==> config.mk <==
export PLATFORM = sky130hd
export DESIGN_NAME = header_length_frame_deframer
export DESIGN_NICKNAME = d
export VERILOG_FILES = /design/src/rtl/hlfd_pkg.sv /design/src/rtl/header_length_frame_deframer.sv /design/src/rtl/hlfd_regs.sv /design/src/rtl/hlfd_parse.sv /design/src/rtl/hlfd_out.sv
export SDC_FILE = /design/constraint.sdc
export NUM_CORES = 1
export LEC_CHECK = 0
export BUFFER_PORTS_ARGS = -buffer_cell sky130_fd_sc_hd__buf_2
export CORE_MARGIN = 2
export CORE_UTILIZATION = 35
export DETAILED_ROUTE_END_ITERATION = 10
export PLACE_DENSITY_LB_ADDON = 0.3
export SLEW_MARGIN = 40
export SYNTH_ARGS = -nofsm -noshare
export SYNTH_HDL_FRONTEND = slang
export SYNTH_HIERARCHICAL = 1
export SYNTH_SLANG_ARGS = --single-unit
==> constraint.sdc <==
create_clock -name clk -period 2.3 [get_ports clk]
set_input_delay 0.115 -clock clk [delete_from_list [all_inputs] [get_ports clk]]
set_output_delay 0.115 -clock clk [all_outputs]
set_load 0.03 [all_outputs]
==> src/rtl/hlfd_pkg.sv <==
// ----------------------------------------------------------------------------
// hlfd_pkg
// Shared types and constants for the header/length frame deframer.
// ----------------------------------------------------------------------------
package hlfd_pkg;

    // Register word indexes on the configuration port
    localparam logic [1:0] REG_HDR_FIRST  = 2'd0;
    localparam logic [1:0] REG_HDR_SECOND = 2'd1;
    localparam logic [1:0] REG_HDR_THIRD  = 2'd2;

    // Header defaults: 'L', 'i', 'f'
    localparam logic [7:0] HDR_FIRST_RST  = 8'd76;
    localparam logic [7:0] HDR_SECOND_RST = 8'd105;
    localparam logic [7:0] HDR_THIRD_RST  = 8'd102;

    localparam int unsigned LEN_W = 16;

    // Parser phase, one-hot
    typedef enum logic [5:0] {
        PH_HDR1 = 6'b000001,
        PH_HDR2 = 6'b000010,
        PH_HDR3 = 6'b000100,
        PH_LENH = 6'b001000,
        PH_LENL = 6'b010000,
        PH_DATA = 6'b100000
    } hlfd_phase_t;

    // Expected header bytes
    typedef struct packed {
        logic [7:0] first;
        logic [7:0] second;
        logic [7:0] third;
    } hlfd_hdr_t;

    // Result of one parsed byte
    typedef struct packed {
        logic       valid;
        logic [7:0] data;
        logic       last;
    } hlfd_res_t;

    // Parser status, for checks at the top level
    typedef struct packed {
        hlfd_phase_t      phase;
        logic [LEN_W-1:0] remaining;
    } hlfd_stat_t;

endpackage

==> src/rtl/header_length_frame_deframer.sv <==
// ----------------------------------------------------------------------------
// header_length_frame_deframer
// Hunts a three-byte header, reads a 16-bit big-endian length and passes
// the payload bytes out one word at a time, flagging the frame's last byte.
// ----------------------------------------------------------------------------
//  Channel   Direction  Handshake                Payload
//  input     in         in_valid / in_stall      rx_byte
//  output    out        out_valid / out_stall    payload_byte, last_in_frame
//  config    in         APB psel/penable/pready  paddr, pwdata, prdata
//
//  One word per cycle sustained while out_stall stays low; an input word
//  passes the input register, then the parser and the result register.
//  Header and length words, and a zero length, produce no result word.
//  in_stall rises only when the result register is held by out_stall and
//  the waiting input word would produce a result.
//  rst_n clears the phase and the payload count and restores the default
//  header bytes.
// ----------------------------------------------------------------------------
module header_length_frame_deframer
    import hlfd_pkg::*;
(
    input  logic        clk,
    input  logic        rst_n,
    input  logic        in_valid,
    output logic        in_stall,
    input  logic [7:0]  rx_byte,
    output logic        out_valid,
    input  logic        out_stall,
    output logic [7:0]  payload_byte,
    output logic        last_in_frame,
    input  logic        psel,
    input  logic        penable,
    input  logic        pwrite,
    input  logic [3:0]  paddr,
    input  logic [31:0] pwdata,
    output logic [31:0] prdata,
    output logic        pready
);

    hlfd_hdr_t  hdr;
    hlfd_res_t  res;
    hlfd_stat_t stat;
    logic       in_valid_reg;
    logic [7:0] in_byte_reg;
    logic       out_free;
    logic       advance;

    hlfd_regs u_regs (
        .clk     (clk),
        .rst_n   (rst_n),
        .psel    (psel),
        .penable (penable),
        .pwrite  (pwrite),
        .paddr   (paddr),
        .pwdata  (pwdata),
        .prdata  (prdata),
        .pready  (pready),
        .hdr     (hdr)
    );

    // Input register stage
    assign advance  = in_valid_reg && (out_free || !res.valid);
    assign in_stall = in_valid_reg && !advance;

    always_ff @(posedge clk or negedge rst_n)
    begin
        if (!rst_n)
        begin
            in_valid_reg <= 1'b0;
        end
        else if (!in_stall)
        begin
            in_valid_reg <= in_valid;
        end
    end

    always_ff @(posedge clk)
    begin
        if (!in_stall && in_valid)
        begin
            in_byte_reg <= rx_byte;
        end
    end

    hlfd_parse u_parse (
        .clk     (clk),
        .rst_n   (rst_n),
        .step    (advance),
        .byte_in (in_byte_reg),
        .hdr     (hdr),
        .res     (res),
        .stat    (stat)
    );

    hlfd_out u_out (
        .clk           (clk),
        .rst_n         (rst_n),
        .load          (advance && res.valid),
        .res           (res),
        .out_stall     (out_stall),
        .free          (out_free),
        .out_valid     (out_valid),
        .payload_byte  (payload_byte),
        .last_in_frame (last_in_frame)
    );

    // Checks
    a_stall_needs_word: assert property (@(posedge clk) disable iff (!rst_n)
        in_stall |-> (in_valid_reg && out_valid && out_stall))
        else $error("input stalled without a blocked result");

    a_data_count_nonzero: assert property (@(posedge clk) disable iff (!rst_n)
        (stat.phase == PH_DATA) |-> (stat.remaining != '0))
        else $error("payload phase with zero count");

    a_last_ends_frame: assert property (@(posedge clk) disable iff (!rst_n)
        (advance && res.valid && res.last) |=> (stat.phase == PH_HDR1))
        else $error("frame did not end after last byte");

    a_result_loads_out: assert property (@(posedge clk) disable iff (!rst_n)
        (advance && res.valid) |=> (out_valid && payload_byte == $past(in_byte_reg)))
        else $error("result word not registered");

endmodule

==> src/rtl/hlfd_regs.sv <==
// ----------------------------------------------------------------------------
// hlfd_regs
// APB-style register file holding the three expected header bytes.
// ----------------------------------------------------------------------------
module hlfd_regs
    import hlfd_pkg::*;
(
    input  logic        clk,
    input  logic        rst_n,
    input  logic        psel,
    input  logic        penable,
    input  logic        pwrite,
    input  logic [3:0]  paddr,
    input  logic [31:0] pwdata,
    output logic [31:0] prdata,
    output logic        pready,
    output hlfd_hdr_t   hdr
);

    hlfd_hdr_t  hdr_reg;
    logic       wr_en;
    logic [1:0] reg_idx;

    assign pready  = 1'b1;
    assign wr_en   = psel && penable && pwrite;
    assign reg_idx = paddr[3:2];

    // Register writes
    always_ff @(posedge clk or negedge rst_n)
    begin
        if (!rst_n)
        begin
            hdr_reg.first  <= HDR_FIRST_RST;
            hdr_reg.second <= HDR_SECOND_RST;
            hdr_reg.third  <= HDR_THIRD_RST;
        end
        else if (wr_en)
        begin
            case (reg_idx)
                REG_HDR_FIRST:  hdr_reg.first  <= pwdata[7:0];
                REG_HDR_SECOND: hdr_reg.second <= pwdata[7:0];
                REG_HDR_THIRD:  hdr_reg.third  <= pwdata[7:0];
                default: ;
            endcase
        end
    end

    // Read mux; unmapped word reads as zero
    always_comb
    begin
        case (reg_idx)
            REG_HDR_FIRST:  prdata = {24'd0, hdr_reg.first};
            REG_HDR_SECOND: prdata = {24'd0, hdr_reg.second};
            REG_HDR_THIRD:  prdata = {24'd0, hdr_reg.third};
            default:        prdata = 32'd0;
        endcase
    end

    assign hdr = hdr_reg;

endmodule

==> src/rtl/hlfd_parse.sv <==
// ----------------------------------------------------------------------------
// hlfd_parse
// Header hunt, length capture and payload count. Updates on each step.
// ----------------------------------------------------------------------------
module hlfd_parse
    import hlfd_pkg::*;
(
    input  logic       clk,
    input  logic       rst_n,
    input  logic       step,
    input  logic [7:0] byte_in,
    input  hlfd_hdr_t  hdr,
    output hlfd_res_t  res,
    output hlfd_stat_t stat
);

    hlfd_phase_t      phase_reg, phase_next;
    logic [LEN_W-1:0] remaining_reg, remaining_next;
    logic [LEN_W-1:0] len_full;

    assign len_full = {remaining_reg[LEN_W-1:8], byte_in};

    // Next phase, count and result
    always_comb
    begin
        phase_next     = phase_reg;
        remaining_next = remaining_reg;
        res.valid      = 1'b0;
        res.data       = byte_in;
        res.last       = 1'b0;
        case (phase_reg)
            PH_HDR1: phase_next = (byte_in == hdr.first)  ? PH_HDR2 : PH_HDR1;
            PH_HDR2: phase_next = (byte_in == hdr.second) ? PH_HDR3 : PH_HDR1;
            PH_HDR3: phase_next = (byte_in == hdr.third)  ? PH_LENH : PH_HDR1;
            PH_LENH:
            begin
                remaining_next = {byte_in, 8'd0};
                phase_next     = PH_LENL;
            end
            PH_LENL:
            begin
                remaining_next = len_full;
                phase_next     = (len_full == '0) ? PH_HDR1 : PH_DATA;
            end
            PH_DATA:
            begin
                remaining_next = remaining_reg - LEN_W'(1);
                res.valid      = 1'b1;
                res.last       = (remaining_reg == LEN_W'(1));
                phase_next     = res.last ? PH_HDR1 : PH_DATA;
            end
            default: phase_next = PH_HDR1;
        endcase
    end

    always_ff @(posedge clk or negedge rst_n)
    begin
        if (!rst_n)
        begin
            phase_reg     <= PH_HDR1;
            remaining_reg <= '0;
        end
        else if (step)
        begin
            phase_reg     <= phase_next;
            remaining_reg <= remaining_next;
        end
    end

    assign stat.phase     = phase_reg;
    assign stat.remaining = remaining_reg;

endmodule

==> src/rtl/hlfd_out.sv <==
// ----------------------------------------------------------------------------
// hlfd_out
// Result register on the output channel; holds a word while stalled.
// ----------------------------------------------------------------------------
module hlfd_out
    import hlfd_pkg::*;
(
    input  logic       clk,
    input  logic       rst_n,
    input  logic       load,
    input  hlfd_res_t  res,
    input  logic       out_stall,
    output logic       free,
    output logic       out_valid,
    output logic [7:0] payload_byte,
    output logic       last_in_frame
);

    logic       valid_reg;
    logic [7:0] data_reg;
    logic       last_reg;

    // Slot can take a word if empty or being drained this cycle
    assign free = !valid_reg || !out_stall;

    always_ff @(posedge clk or negedge rst_n)
    begin
        if (!rst_n)
        begin
            valid_reg <= 1'b0;
        end
        else if (load)
        begin
            valid_reg <= 1'b1;
        end
        else if (!out_stall)
        begin
            valid_reg <= 1'b0;
        end
    end

    // Payload, no reset
    always_ff @(posedge clk)
    begin
        if (load)
        begin
            data_reg <= res.data;
            last_reg <= res.last;
        end
    end

    assign out_valid     = valid_reg;
    assign payload_byte  = data_reg;
    assign last_in_frame = last_reg;

endmodule

## Word-level counts from Yosys, hierarchy flattened

Cells that the tools add are included.

- Register bits: 65
- Latch bits: 0
- RAM bits: 0
- Memory bits (read-only): 0
- Bits of input ports: 51
- Output and inout port bits: 44
- Logic and storage cells: 59
- Memories kept: 0

- Add/sub/neg operators: 1
- Multiply operators: 0
- Divide/modulo/power cells: 0
- $lt $le $gt $ge: 0
- Equality and inequality tests: 13
- Shift-type cells: 0
- Muxes and demuxes: 11
- Bitwise gates (word level): 1
- Reductions and logical operators: 22

Operators by type and width:

| cell | number |
|---|---|
| $pmux 16 s3 | 1 |
| $pmux 6 s6 | 1 |
| $eq 8x8->1 | 3 |
| $pmux 8 s3 | 1 |
| $eq 16x1->1 const B | 1 |
| $logic_not 16->1 | 1 |
| $sub 16x1->16 const B | 1 |
| $mux 6 | 2 |
| $reduce_and 2->1 | 4 |
| $eq 6x1->1 const B | 1 |
| $eq 6x2->1 const B | 1 |
| $eq 6x3->1 const B | 1 |
| $eq 6x4->1 const B | 1 |
| $eq 6x5->1 const B | 1 |
| $eq 6x6->1 const B | 1 |
| $logic_and 1x1->1 | 6 |
| $logic_not 1->1 | 5 |
| $mux 4 | 1 |
| $mux 1 | 3 |
| $mux 3 | 1 |
| $reduce_and 3->1 | 1 |
| $reduce_bool 3->1 | 1 |
| $eq 2x1->1 const B | 1 |
| $eq 2x2->1 const B | 1 |
| other kinds (6) | 7 |

## Longest topological paths before layout

- Word-level depth: 9
- Mapped depth: 11
- Mapped depth without buffers: 9

## Hierarchy

The synthesis kept the hierarchy.

By module, submodules not included:

| module | instances | cells an instance | area an instance (sq um) | sequential area each (sq um) |
|---|---|---|---|---|
| hlfd_parse | 1 | 230 | 1888.1 | 551.8 |
| hlfd_regs | 1 | 108 | 1347.5 | 614.3 |
| header_length_frame_deframer | 1 | 17 | 320.3 | 265.3 |
| hlfd_out | 1 | 12 | 306.5 | 295.3 |

## Worst setup path before layout

OpenSTA, ideal clock, no wires.

- Kind: register to register
- From: register u_parse.phase_reg[0]
- To: register u_parse.remaining_reg[4]
- Library setup time: 0.135 ns
- Arrival time: 2.172 ns
- Data required time: 2.165 ns
- Path slack: -0.006 ns
- Cell stages (with the launch flop): 11
- Path buffers: 3
- Clock period less this slack: 2.306 ns
- Path through: dfstp_2 -> buf_6 -> nor4_2 -> nand2_2 -> inv_2 -> buf_6 -> a21boi_0 -> o2111ai_2 -> clkbuf_1 -> a21oi_1 -> o22ai_1

RTL lines:

| item | RTL line | RTL |
|---|---|---|
| from (decl) | hlfd_parse.sv:17 | `hlfd_phase_t phase_reg, phase_next;` |
| from (signal assigned) | hlfd_parse.sv:65 | `phase_reg <= phase_next;` |
| to (signal assigned) | hlfd_parse.sv:66 | `remaining_reg <= remaining_next;` |
| to (decl) | hlfd_parse.sv:18 | `logic [LEN_W-1:0] remaining_reg, remaining_next;` |

==> reports/metrics.csv <==
metric,value,unit
first-pass GRT wire length,14.4,mm
clock slew seen by the registers of the worst setup and hold paths,0.08,ns
vias in the first global route,2803,
worst-margin pin slew,0.690,ns
Seq cells post-synth,65,
Slew HR,54.0,%
fmax,452,MHz
PortBufs,43,
final setup violation count,0,
part of the power in the clock network,28.9,%
status,"complete, no violations",
proportion of layout cells with a drive suffix above 1,30.1,%
die area,11900,um^2
share of the synthesized area in the top cell type,23.3,%
vias per cell,5.02,
Synth cell types,61,
initial detailed-routing violation count,214,
hold path startpoint,pwdata[7],
Mean Syn Cell Area,10.5,um^2
nature of the critical path startpoint,flip-flop,
Final period util,96.1,%
max-slew violations,0,
Leak Pwr,1.88,nW
post-place instance area,4050,um^2
Post-Layout Cell Count,559,
internal power,2.74,mW
Worst VDD drop,0.546,mV
Psw,1.45,mW
Worst EP required,2.50,ns
CP Class,flip-flop to flip-flop,
fraction of registers with async set or reset after synthesis,73.8,%
Max Cap Viol,0,
largest net degree at the start of global routing,20,
worst slack at placement,0.156,ns
synth warn,6,
Max H-tree Level,3,
setup ws final,0.0892,ns
WL final,8.66,mm
Layout area overhead,14.2,%
CP Launch Point,u_parse/phase_reg[0],
CP max FO,15,
core area,10800,um^2
Sw Ratio,34.5,%
setup TNS,0,ns
DRT antenna net count,0,
Starting Density,35.8,%
post-route DRC violation count,0,
CTS sink cnt,65,
RSZ-0062 raised after global routing,yes,
Tmin final,2.21,ns
Post-Layout Inst Area,4410,um^2
post-route clock skew,0.00965,ns
wire length per cell,15.5,um
"EDFF count, synth",17,
"Remaining Overflow, GRT",0,
synthesized area,3860,um^2
routability cong.,0.868,
r2r startpoint,u_parse/phase_reg[0],
dpl cells,532,
Die X,109,um
Setup crit end kind,flip-flop,
DR vias,2804,
Worst EP arrival,2.41,ns
Post-DP HPWL,6.24,mm
Power Density,948,nW/um^2
sequential area share after synthesis,44.7,%
Post-synth top flop,dfrtp_1,
CTS tree,done,
clock latency on the worst-skew pair,0.34,ns
ant diodes,0,
initial antenna violation count,0,
Nets,467,
post-synth top area cell,dfrtp_1,
max FFs per register,24,
Clock Tree Root,clkbuf_8,
Longest Clk Path Bufs,2,
Post-Synthesis Cells,367,
# IOs,95,
Logic pwr share,29.8,%
FP Rows,38,
largest cells by area after synthesis,"dfrtp_1 (23%), edfxtp_1 (13%), dfstp_2 (8.2%)",
Die Y,109,um
Min-Delay Path Class,input pin to flip-flop,
Pre-Repair DR Iteration Count,4,
Seq pwr share,41.4,%
final core utilization,40.9,%
Final Hold Viols,0,
aggregate global-route resource usage,15.8,%
number of buffers created by CTS,9,
==> stage by stage <==
stage | total power, mW | hold WS [ns]
global placement | 2.94 | 0.0937
finish | 4.18 | 0.0243
floorplan | 2.67 | -0.181
global route | 4.43 | 0.00988
detailed placement | 2.97 | 0.0962
CTS | 4.21 | 0.00708
==> critical path: stages, from the launching register on <==
cell	delay, ns
dfstp_2	0.63
nor4_2	0.09
nand2_2	0.09
inv_2	0.07
a21boi_1	0.32
o2111ai_2	0.47
a211oi_1	0.34
a21oi_1	0.07
==> routing by layer <==
metal,track usage [%],part of all wire [%]
met2,25.0,48
met4,5.68,0.72
met1,21.4,47
met5,0,0
met3,3.23,4.8
==> layout make-up <==
cell class                      instances  area [um^2]
Sequential cell                        65         1730
Multi-Input combinational cell        255         1780
Inverter                               15         56.3
Clock inverter                          7          124
Timing Repair Buffer                   68          430
Clock buffer                            9          124
Tap cell                              140          175
Fill cell                            1023         6380
==> cells by family after synthesis <==
kind of cell               Yosys count  synth area share (%)
and+or+nand+nor                     89                  14.0
AOI/OAI and AO/OA                   80                  12.9
buffers and inverters               70                  11.6
DFF                                 65                  44.7
muxes                               32                  9.85
xor gates and xnor gates            27                  6.12
adders and majority gates            2                 0.648
other                                2                 0.194
==> synth_stat cells, types with 4 or more instances <==
cell      number
buf_4         36
buf_6          6
mux2i_1        8
nor2_1        20
a31oi_1        4
nor4_1         5
inv_1         14
mux2_4         8
nand2_1       15
dfstp_2       12
nand4_1        9
o21ai_1       15
o21ai_0       16
dfrtp_1       36
a21oi_1       17
xnor2_1       24
mux2_2        16
edfxtp_1      17
nand3_1        6
nor3_1         5
a22oi_1        7
clkbuf_1      10
==> layout by cell type, fill, tap and decap left out, types with 12 or more instances in the layout <==
master and count:
dfstp_2 12, o21ai_1 15, buf_4 14, dfrtp_1 36, edfxtp_1 17, nand2_1 15
mux2_2 16, conb_1 25, inv_1 14, buf_2 43, a21oi_1 17, xnor2_1 24
o21ai_0 16, nor2_1 20
==> worst paths after layout <==
check	to	slack (ns)	depth (start not counted)
setup / recovery	u_parse/remaining_reg[1]	0.09	7
setup reg to reg	u_parse/remaining_reg[1]	0.09	7
hold / removal	u_regs/hdr[15]	0.02	2
min in group asynchronous	u_parse/remaining_reg[12]	0.26	2
hold reg to reg	u_out/out_valid	0.52	1
max in group asynchronous	u_parse/phase_reg[0]	1.37	3
==> timing repair <==
action                                  CTS  global route
resized for setup                         0             0
hold buffers                             11             0
hold endpoints to repair                 27             0
setup buffers                             0             0
endpoints found under the setup margin    0             2
==> power by group through the flow <==
stage                     Combinational (mW)  Clock (mW)  Sequential (mW)
after floorplan                        0.997           0             1.67
after global placement                  1.19           0             1.74
after detailed placement                1.22           0             1.75
after CTS                               1.24        1.24             1.73
after global routing                    1.37        1.28             1.77
final                                   1.25        1.21             1.73
(Power assumes the default switching activity.)
